### src/hw/rtl/tgp_pkg.sv
// Shared constants for the touch gesture to pointer unit.
package tgp_pkg;

    // Input command codes
    localparam logic [1:0] CMD_DOWN   = 2'd0;
    localparam logic [1:0] CMD_UP     = 2'd1;
    localparam logic [1:0] CMD_MOTION = 2'd2;
    localparam logic [1:0] CMD_TICK   = 2'd3;

    // Result kinds
    localparam logic [1:0] KIND_MOVE     = 2'd0;
    localparam logic [1:0] KIND_BTN_DOWN = 2'd1;
    localparam logic [1:0] KIND_BTN_UP   = 2'd2;

    // Button masks
    localparam logic [1:0] BTN_NONE  = 2'd0;
    localparam logic [1:0] BTN_LEFT  = 2'd1;
    localparam logic [1:0] BTN_RIGHT = 2'd2;

    // Configuration register indexes and reset values
    localparam int unsigned CFG_IDX_W  = 1;
    localparam int unsigned CFG_DATA_W = 16;
    localparam logic [CFG_IDX_W-1:0] CFG_MOVE_SLOP     = 1'd0;
    localparam logic [CFG_IDX_W-1:0] CFG_LONG_PRESS_MS = 1'd1;

    localparam int unsigned THR_W  = 8;
    localparam int unsigned LP_W   = 16;
    localparam int unsigned TIME_W = 32;
    localparam int unsigned CMD_W  = 2;
    localparam int unsigned KIND_W = 2;
    localparam int unsigned BTN_W  = 2;

    localparam logic [THR_W-1:0] MOVE_SLOP_RST     = 8'd3;
    localparam logic [LP_W-1:0]  LONG_PRESS_MS_RST = 16'd500;

    // Results per input transaction
    localparam int unsigned MAX_RESULTS = 3;
    localparam int unsigned CNT_W       = 2;

endpackage

### src/hw/rtl/tgp_core.sv
// Gesture state and single-pass decode of one touch event into up to three results.
module tgp_core
    import tgp_pkg::*;
#(
    parameter int unsigned COORD_BITS = 10,
    parameter int unsigned TAG_BITS   = 8,
    parameter int unsigned DATA_W     = 48
) (
    input  logic                  aclk,
    input  logic                  aresetn,
    input  logic                  load,
    input  logic [CMD_W-1:0]      cmd,
    input  logic [COORD_BITS-1:0] pos_x,
    input  logic [COORD_BITS-1:0] pos_y,
    input  logic [TAG_BITS-1:0]   finger_tag,
    input  logic [TIME_W-1:0]     now_ms,
    input  logic [THR_W-1:0]      move_slop,
    input  logic [LP_W-1:0]       long_press_ms,
    output logic [CNT_W-1:0]      ent_count,
    output logic [KIND_W-1:0]     ent_kind [MAX_RESULTS],
    output logic [DATA_W-1:0]     ent_data [MAX_RESULTS]
);

    localparam int unsigned C  = COORD_BITS;
    localparam int unsigned DW = COORD_BITS + 1;
    localparam int unsigned FIELD_W = BTN_W + 2 * C + 2 * DW;

    logic            pressing_reg, pressing_next;
    logic            resolved_reg, resolved_next;
    logic            dragging_reg, dragging_next;
    logic [C-1:0]    start_x_reg, start_x_next;
    logic [C-1:0]    start_y_reg, start_y_next;
    logic [TAG_BITS-1:0] start_tag_reg, start_tag_next;
    logic [TIME_W-1:0]   start_time_reg, start_time_next;
    logic [C-1:0]    cursor_x_reg, cursor_x_next;
    logic [C-1:0]    cursor_y_reg, cursor_y_next;

    logic            same;
    logic [C-1:0]    abs_dx, abs_dy;
    logic            drag_hit;
    logic [TIME_W-1:0] elapsed;
    logic            long_hit;
    logic [DW-1:0]   d_px_cur, d_py_cur, d_sx_cur, d_sy_cur, d_px_st, d_py_st;
    logic [DW-1:0]   zero_d;

    function automatic logic [DATA_W-1:0] pack_ent(
        input logic [BTN_W-1:0] btn,
        input logic [C-1:0]     x,
        input logic [C-1:0]     y,
        input logic [DW-1:0]    dx,
        input logic [DW-1:0]    dy
    );
        logic [DATA_W-1:0] v;
        v = '0;
        v[FIELD_W-1:0] = {dy, dx, y, x, btn};
        return v;
    endfunction

    assign zero_d   = '0;
    assign same     = pressing_reg && (finger_tag == start_tag_reg);
    assign abs_dx   = (pos_x >= start_x_reg) ? pos_x - start_x_reg : start_x_reg - pos_x;
    assign abs_dy   = (pos_y >= start_y_reg) ? pos_y - start_y_reg : start_y_reg - pos_y;
    assign drag_hit = (abs_dx > C'(move_slop)) || (abs_dy > C'(move_slop));
    assign elapsed  = now_ms - start_time_reg;
    assign long_hit = elapsed > TIME_W'(long_press_ms);

    assign d_px_cur = {1'b0, pos_x} - {1'b0, cursor_x_reg};
    assign d_py_cur = {1'b0, pos_y} - {1'b0, cursor_y_reg};
    assign d_sx_cur = {1'b0, start_x_reg} - {1'b0, cursor_x_reg};
    assign d_sy_cur = {1'b0, start_y_reg} - {1'b0, cursor_y_reg};
    assign d_px_st  = {1'b0, pos_x} - {1'b0, start_x_reg};
    assign d_py_st  = {1'b0, pos_y} - {1'b0, start_y_reg};

    always_comb begin
        pressing_next   = pressing_reg;
        resolved_next   = resolved_reg;
        dragging_next   = dragging_reg;
        start_x_next    = start_x_reg;
        start_y_next    = start_y_reg;
        start_tag_next  = start_tag_reg;
        start_time_next = start_time_reg;
        cursor_x_next   = cursor_x_reg;
        cursor_y_next   = cursor_y_reg;
        ent_count       = '0;
        for (int i = 0; i < MAX_RESULTS; i++) begin
            ent_kind[i] = KIND_MOVE;
            ent_data[i] = '0;
        end

        case (cmd)
            CMD_DOWN: begin
                if (!pressing_reg) begin
                    pressing_next   = 1'b1;
                    resolved_next   = 1'b0;
                    dragging_next   = 1'b0;
                    start_x_next    = pos_x;
                    start_y_next    = pos_y;
                    start_tag_next  = finger_tag;
                    start_time_next = now_ms;
                    cursor_x_next   = pos_x;
                    cursor_y_next   = pos_y;
                    ent_count       = CNT_W'(1);
                    ent_data[0]     = pack_ent(BTN_NONE, pos_x, pos_y, d_px_cur, d_py_cur);
                end
            end
            CMD_UP: begin
                if (same) begin
                    if (!resolved_reg) begin
                        if (!dragging_reg) begin
                            // tap: move to lift point, then left click there
                            cursor_x_next = pos_x;
                            cursor_y_next = pos_y;
                            ent_count     = CNT_W'(3);
                            ent_data[0]   = pack_ent(BTN_NONE, pos_x, pos_y,
                                                     d_px_cur, d_py_cur);
                            ent_kind[1]   = KIND_BTN_DOWN;
                            ent_data[1]   = pack_ent(BTN_LEFT, pos_x, pos_y, zero_d, zero_d);
                            ent_kind[2]   = KIND_BTN_UP;
                            ent_data[2]   = pack_ent(BTN_LEFT, pos_x, pos_y, zero_d, zero_d);
                        end else begin
                            // end of drag: release at the cursor
                            ent_count   = CNT_W'(1);
                            ent_kind[0] = KIND_BTN_UP;
                            ent_data[0] = pack_ent(BTN_LEFT, cursor_x_reg, cursor_y_reg,
                                                   zero_d, zero_d);
                        end
                    end
                    pressing_next  = 1'b0;
                    resolved_next  = 1'b0;
                    dragging_next  = 1'b0;
                    start_x_next   = '0;
                    start_y_next   = '0;
                    start_tag_next = '0;
                end
            end
            CMD_MOTION: begin
                if (same) begin
                    cursor_x_next = pos_x;
                    cursor_y_next = pos_y;
                    if (!dragging_reg && !resolved_reg && drag_hit) begin
                        // start drag at the press point, then follow the finger
                        dragging_next = 1'b1;
                        ent_count     = CNT_W'(3);
                        ent_data[0]   = pack_ent(BTN_NONE, start_x_reg, start_y_reg,
                                                 d_sx_cur, d_sy_cur);
                        ent_kind[1]   = KIND_BTN_DOWN;
                        ent_data[1]   = pack_ent(BTN_LEFT, start_x_reg, start_y_reg,
                                                 zero_d, zero_d);
                        ent_data[2]   = pack_ent(BTN_NONE, pos_x, pos_y, d_px_st, d_py_st);
                    end else begin
                        ent_count   = CNT_W'(1);
                        ent_data[0] = pack_ent(BTN_NONE, pos_x, pos_y, d_px_cur, d_py_cur);
                    end
                end
            end
            CMD_TICK: begin
                if (pressing_reg && !dragging_reg && !resolved_reg && long_hit) begin
                    // long press: right click at the press point
                    resolved_next = 1'b1;
                    cursor_x_next = start_x_reg;
                    cursor_y_next = start_y_reg;
                    ent_count     = CNT_W'(3);
                    ent_data[0]   = pack_ent(BTN_NONE, start_x_reg, start_y_reg,
                                             d_sx_cur, d_sy_cur);
                    ent_kind[1]   = KIND_BTN_DOWN;
                    ent_data[1]   = pack_ent(BTN_RIGHT, start_x_reg, start_y_reg,
                                             zero_d, zero_d);
                    ent_kind[2]   = KIND_BTN_UP;
                    ent_data[2]   = pack_ent(BTN_RIGHT, start_x_reg, start_y_reg,
                                             zero_d, zero_d);
                end
            end
            default: begin
                ent_count = '0;
            end
        endcase
    end

    always_ff @(posedge aclk) begin
        if (!aresetn) begin
            pressing_reg   <= 1'b0;
            resolved_reg   <= 1'b0;
            dragging_reg   <= 1'b0;
            start_x_reg    <= '0;
            start_y_reg    <= '0;
            start_tag_reg  <= '0;
            start_time_reg <= '0;
            cursor_x_reg   <= '0;
            cursor_y_reg   <= '0;
        end else if (load) begin
            pressing_reg   <= pressing_next;
            resolved_reg   <= resolved_next;
            dragging_reg   <= dragging_next;
            start_x_reg    <= start_x_next;
            start_y_reg    <= start_y_next;
            start_tag_reg  <= start_tag_next;
            start_time_reg <= start_time_next;
            cursor_x_reg   <= cursor_x_next;
            cursor_y_reg   <= cursor_y_next;
        end
    end

endmodule

### src/hw/rtl/tgp_res_buf.sv
// Three-entry result buffer that drains one pointer result per cycle while m_tready is high.
module tgp_res_buf
    import tgp_pkg::*;
#(
    parameter int unsigned DATA_W = 48
) (
    input  logic              aclk,
    input  logic              aresetn,
    input  logic              load,
    input  logic [CNT_W-1:0]  ent_count,
    input  logic [KIND_W-1:0] ent_kind [MAX_RESULTS],
    input  logic [DATA_W-1:0] ent_data [MAX_RESULTS],
    output logic              can_load,
    output logic              m_tvalid,
    input  logic              m_tready,
    output logic [DATA_W-1:0] m_tdata,
    output logic [KIND_W-1:0] m_tuser,
    output logic              m_tlast
);

    logic [CNT_W-1:0]  rem_reg;
    logic [KIND_W-1:0] kind_reg [MAX_RESULTS];
    logic [DATA_W-1:0] data_reg [MAX_RESULTS];
    logic              take;

    assign m_tvalid = (rem_reg != '0);
    assign take     = m_tvalid && m_tready;
    // free once the final queued result leaves this cycle
    assign can_load = (rem_reg == '0) || ((rem_reg == CNT_W'(1)) && m_tready);
    assign m_tdata  = data_reg[0];
    assign m_tuser  = kind_reg[0];
    assign m_tlast  = (rem_reg == CNT_W'(1));

    always_ff @(posedge aclk) begin
        if (!aresetn) begin
            rem_reg <= '0;
        end else if (load) begin
            rem_reg <= ent_count;
        end else if (take) begin
            rem_reg <= rem_reg - CNT_W'(1);
        end
    end

    always_ff @(posedge aclk) begin
        if (load) begin
            for (int i = 0; i < MAX_RESULTS; i++) begin
                kind_reg[i] <= ent_kind[i];
                data_reg[i] <= ent_data[i];
            end
        end else if (take) begin
            for (int i = 0; i < MAX_RESULTS - 1; i++) begin
                kind_reg[i] <= kind_reg[i+1];
                data_reg[i] <= data_reg[i+1];
            end
        end
    end

endmodule

### src/hw/rtl/touch_gesture_to_pointer_unit.sv
// Top level of the touch gesture to pointer unit.
// Converts single-finger touch transactions (down, up, motion, time tick) into
// pointer transactions: moves, left clicks, left drags and long-press right
// clicks. A touch transaction is captured in an input register, decoded against
// the gesture state in one pass, and its results (zero to three) land in a
// three-entry result buffer that presents one result per cycle on the m_ side
// while m_tready is high, tlast marking the final result of each input that
// gives any. The held transaction is decoded once the result buffer can take
// it, and its first result is then offered from the result buffer. Throughput
// is one input per cycle for inputs that give at most one result, while
// m_tready is high; an input giving three results holds the buffer until all
// three have left, so the drain rate of the result buffer sets the sustained
// rate. While results wait, the input register takes one more transaction and
// then s_tready drops until the buffer frees; the input register parts the two
// sides. Write move_slop and long_press_ms through the cfg_ port only while no
// transaction is in flight; a write lands at the clock edge where cfg_wr_en is
// high. Elapsed press time is taken modulo 2^32 of now_ms.
module touch_gesture_to_pointer_unit
    import tgp_pkg::*;
#(
    parameter int unsigned COORD_BITS = 10,
    parameter int unsigned TAG_BITS   = 8,
    localparam int unsigned S_DATA_W  = ((2 * COORD_BITS + TAG_BITS + TIME_W) + 7) / 8 * 8,
    localparam int unsigned M_DATA_W  = ((BTN_W + 4 * COORD_BITS + 2) + 7) / 8 * 8
) (
    input  logic                  aclk,
    input  logic                  aresetn,
    // configuration write port
    input  logic                  cfg_wr_en,
    input  logic [CFG_IDX_W-1:0]  cfg_index,
    input  logic [CFG_DATA_W-1:0] cfg_wdata,
    // touch input
    input  logic                  s_tvalid,
    output logic                  s_tready,
    input  logic [S_DATA_W-1:0]   s_tdata,  // pos_x, pos_y, finger_tag, now_ms, zero pad
    input  logic [CMD_W-1:0]      s_tuser,  // cmd
    // pointer output
    output logic                  m_tvalid,
    input  logic                  m_tready,
    output logic [M_DATA_W-1:0]   m_tdata,  // button_mask, out_x, out_y, delta_x, delta_y, pad
    output logic [KIND_W-1:0]     m_tuser,  // kind
    output logic                  m_tlast
);

    localparam int unsigned C = COORD_BITS;

    logic [THR_W-1:0]      move_slop_reg;
    logic [LP_W-1:0]       long_press_ms_reg;

    logic                  in_valid_reg;
    logic [CMD_W-1:0]      cmd_reg;
    logic [C-1:0]          pos_x_reg;
    logic [C-1:0]          pos_y_reg;
    logic [TAG_BITS-1:0]   tag_reg;
    logic [TIME_W-1:0]     now_reg;

    logic                  can_load;
    logic                  load;
    logic [CNT_W-1:0]      ent_count;
    logic [KIND_W-1:0]     ent_kind [MAX_RESULTS];
    logic [M_DATA_W-1:0]   ent_data [MAX_RESULTS];

    // Decode the held transaction once the result buffer has room for it.
    assign load     = in_valid_reg && can_load;
    assign s_tready = !in_valid_reg || load;

    // Configuration registers
    always_ff @(posedge aclk) begin
        if (!aresetn) begin
            move_slop_reg     <= MOVE_SLOP_RST;
            long_press_ms_reg <= LONG_PRESS_MS_RST;
        end else if (cfg_wr_en) begin
            case (cfg_index)
                CFG_MOVE_SLOP:     move_slop_reg     <= cfg_wdata[THR_W-1:0];
                CFG_LONG_PRESS_MS: long_press_ms_reg <= cfg_wdata[LP_W-1:0];
                default: begin
                    move_slop_reg <= move_slop_reg;
                end
            endcase
        end
    end

    // Input register: hold a touch transaction until the decode takes it
    always_ff @(posedge aclk) begin
        if (!aresetn) begin
            in_valid_reg <= 1'b0;
        end else if (s_tready) begin
            in_valid_reg <= s_tvalid;
        end
    end

    always_ff @(posedge aclk) begin
        if (s_tvalid && s_tready) begin
            cmd_reg   <= s_tuser;
            pos_x_reg <= s_tdata[C-1:0];
            pos_y_reg <= s_tdata[2*C-1:C];
            tag_reg   <= s_tdata[2*C+TAG_BITS-1:2*C];
            now_reg   <= s_tdata[2*C+TAG_BITS+TIME_W-1:2*C+TAG_BITS];
        end
    end

    tgp_core #(
        .COORD_BITS (COORD_BITS),
        .TAG_BITS   (TAG_BITS),
        .DATA_W     (M_DATA_W)
    ) u_core (
        .aclk           (aclk),
        .aresetn        (aresetn),
        .load           (load),
        .cmd            (cmd_reg),
        .pos_x          (pos_x_reg),
        .pos_y          (pos_y_reg),
        .finger_tag     (tag_reg),
        .now_ms         (now_reg),
        .move_slop      (move_slop_reg),
        .long_press_ms  (long_press_ms_reg),
        .ent_count      (ent_count),
        .ent_kind       (ent_kind),
        .ent_data       (ent_data)
    );

    tgp_res_buf #(
        .DATA_W (M_DATA_W)
    ) u_res_buf (
        .aclk      (aclk),
        .aresetn   (aresetn),
        .load      (load),
        .ent_count (ent_count),
        .ent_kind  (ent_kind),
        .ent_data  (ent_data),
        .can_load  (can_load),
        .m_tvalid  (m_tvalid),
        .m_tready  (m_tready),
        .m_tdata   (m_tdata),
        .m_tuser   (m_tuser),
        .m_tlast   (m_tlast)
    );

endmodule
### config.mk
export PLATFORM = sky130hd
export DESIGN_NAME = touch_gesture_to_pointer_unit
export DESIGN_NICKNAME = d
export VERILOG_FILES = /design/src/hw/rtl/tgp_pkg.sv /design/src/hw/rtl/tgp_core.sv /design/src/hw/rtl/tgp_res_buf.sv /design/src/hw/rtl/touch_gesture_to_pointer_unit.sv
export SDC_FILE = /design/constraint.sdc
export NUM_CORES = 1
export LEC_CHECK = 0
export BUFFER_PORTS_ARGS = -buffer_cell sky130_fd_sc_hd__clkbuf_2
export CAP_MARGIN = 10
export CORE_ASPECT_RATIO = 0.8
export CORE_UTILIZATION = 30
export CTS_CLUSTER_DIAMETER = 80
export DETAILED_ROUTE_END_ITERATION = 8
export GPL_TIMING_DRIVEN = 1
export REMOVE_ABC_BUFFERS = 1
export SLEW_MARGIN = 15
export SYNTH_ARGS = -nofsm -noshare
export SYNTH_HDL_FRONTEND = slang
export SYNTH_HIERARCHICAL = 1
export SYNTH_SLANG_ARGS = --single-unit
export TNS_END_PERCENT = 1
### constraint.sdc
create_clock -name aclk -period 7.85 [get_ports aclk]
set_clock_uncertainty 0.1 [all_clocks]
set_input_delay 1.1775 -clock aclk [delete_from_list [all_inputs] [get_ports aclk]]
set_output_delay 1.1775 -clock aclk [all_outputs]
set_load 0.005 [all_outputs]
==> results_dict.tcl <==
set metrics [dict create \
    antenna_left 0 \
    end_kind "flop" \
    grt_pass1_vias 14998 \
    hpwl_um 38800 \
    fin_crit_ns 6.44 \
    setup_viol 0 \
    synth_edf_count 212 \
    insertion_delay_ns 0.57 \
    stdcell_area_mm2 0.0231 \
    utilization 0.336 \
    netlist_area_mm2 0.0208 \
    cts_buffers 39 \
    peakVddDrop_v 0.000125 \
    cts-root-buf "clkbuf_16" \
    grt_pass1_wl_um 86700 \
    drt_iter0_markers 1324 \
    routed_wl_um 56300 \
    tightest_slew_ns 1.26 \
    diodes 0 \
    swShare 0.289 \
    die_h_um 238 \
    grt.overflow.total 0 \
    detail_route.wl_per_cell_um 18.3 \
    ys_seq_elements 322 \
    ys_top_cells_by_area "edfxtp_1 31%, dfxtp_1 11%, ha_1 8.6%" \
    largest_reg_flops 144 \
    outcome "finished clean" \
    h-tree-depth 2 \
    rsz0062_at_grt "no" \
    drive_gt1_frac 0.171 \
    synthMostInstantiatedCell "edfxtp_1" \
    finalHoldViolCount 0 \
    ioPinCount 141 \
    core_mm2 0.0688 \
    clk_path_buf_depth 3 \
    critPathLaunchType "flop" \
    cp.required_ns 8.17 \
    worstPathArrival_ns 6.76 \
    path_class "reg2reg" \
    syn-instance-count 2082 \
    via_count 15511 \
    grt_usage 0.158 \
    fmax_mhz 155 \
    maxCapViolCount 0 \
    route.detailed.drc 0 \
    post_cts_buffers 0 \
    cts-resized-gates 0 \
    initial_core_util 0.303 \
    vias_per_cell 5.04 \
    synth.distinct_cells 90 \
    synth-main-ff-cell "edfxtp_1" \
    p_seq_frac 0.410 \
    syn_avg_cell_area_um2 10.0 \
    powerDensity_mw_per_mm2 221 \
    grt_start_max_net_pins 83 \
    fin_crit_sh 0.820 \
    fillers 6962 \
    cts.sinks 322 \
    post_dp_cell_area_mm2 0.0217 \
    hp-class "reg2reg" \
    critPathMaxFanout 11 \
    p_int_uw 3630 \
    cts_tree "yes" \
    io_buffers 136 \
    antenna_found_initial 0 \
    power.switching_uw 1480 \
    die_area_mm2 0.0705 \
    clockPowerShare 0.381 \
    pre_cts_slack_ns 1.61 \
    gp_congestion 0.920 \
    worst_slack_ns 1.41 \
    final_nets 2360 \
    holdBufCountCts 0 \
    dr.pass1.iters 7 \
    synth_commonest_cells "212 x edfxtp_1, 181 x nand2_1, 179 x inv_1, 143 x ha_1, 126 x o21ai_0" \
    slew_violations 0 \
    areaGrowthSynthToFinish_pct 10.8 \
    synth_top_area_frac 0.306 \
    synth_warnings 6 \
    rows 86 \
    pwr-share-comb 0.209 \
    cts.clk_slew.worst_paths_ns 0.06 \
    yosysTopAreaCell "edfxtp_1" \
    yosysSeqAreaShare 0.411 \
    die_w_um 297 \
    timing.hold.ws_ns 0.356 \
    async_flop_share 0 \
    relSlewSlack 0.160 \
    p_leak_uw 0.00894 \
]
-- cell usage in the layout, fill, tap and decap left out, types with 41 or more instances in the layout --
cell type,n
nor2b_1,45
edfxtp_1,212
clkbuf_2,135
nor2_1,69
a22oi_1,53
ha_1,143
a21oi_1,89
a21o_1,41
inv_1,179
nand3_1,49
nand2_1,178
mux2_2,91
xnor2_1,53
dfxtp_1,110
a21boi_0,43
o21ai_0,126
-- kinds of logic after synthesis --
kind of cell,after synthesis,synth area share
AO/OA/AOI/OAI,527,0.173
XOR/XNOR,77,0.0324
adder cells (fa/ha/maj),152,0.0946
buffers and inverters,377,0.0945
flip-flops,322,0.411
multiplexers,141,0.0756
other,1,0.000180
AND/OR/NAND/NOR,485,0.119
-- power groups by stage --
stage | Clock [µW] | Sequential [µW] | Combinational (µW)
CTS | 2010 | 2100 | 1070
global placement | 0 | 2130 | 1040
global route | 2070 | 2110 | 1180
detailed placement | 0 | 2130 | 1060
floorplan | 0 | 2120 | 723
finish | 1950 | 2090 | 1070
-- stage by stage --
step                      TNS, ns  instances  total power (µW)
final                           0       3075              5110
after global routing            0       3075              5370
after CTS                       0       3075              5170
after detailed placement        0       3003              3190
after global placement          0       3003              3170
after floorplan            -10.20       1922              2840
-- worst max-delay path, cell delays in order (launching register included) --
cell      delay, ns
edfxtp_1       0.62
inv_1          0.16
ha_1           0.36
nand3b_1       0.08
nand2_1        0.13
a31oi_1        0.17
o21ai_0        0.36
nand2_1        0.12
nand2_1        0.38
mux2i_1        0.29
xnor2_1        0.11
ha_1           0.32
a21o_1         0.12
a21oi_1        0.07
o221ai_1       0.21
a211oi_1       0.12
o22a_1         0.24
o311a_1        0.16
o31ai_2        0.13
nor4b_4        0.83
nor2_2         0.32
buf_4          0.29
o31ai_1        0.37
mux2_2         0.22
-- path summary, 6_finish.rpt --
check	start	end	slack [ns]	cells past startpoint
hold / removal	move_slop_reg[3]$_SDFFE_PN0P_	move_slop_reg[3]$_SDFFE_PN0P_	0.36	2
setup / recovery	pos_y_reg[1]$_DFFE_PP_	u_res_buf/data_reg[0][36]$_DFFE_PP_	1.41	23
hold reg to reg	move_slop_reg[3]$_SDFFE_PN0P_	move_slop_reg[3]$_SDFFE_PN0P_	0.36	2
setup reg to reg	pos_y_reg[1]$_DFFE_PP_	u_res_buf/data_reg[0][36]$_DFFE_PP_	1.41	23
-- per-layer routing --
metal	wire, µm	GRT usage
met1	27200	0.229
met2	24400	0.240
met3	3380	0.0271
met4	1300	0.0469
met5	0	0
-- final cells by class --
type	count	area, µm²	area share
Tap cell	924	1160	0.0501
Clock buffer	50	1060	0.0458
Inverter	180	676	0.0293
Sequential cell	322	8570	0.371
Timing Repair Buffer	157	853	0.0370
Clock inverter	22	308	0.0133
Multi-Input combinational cell	1420	10500	0.453
No activity file was read; power rests on OpenSTA's default activity.
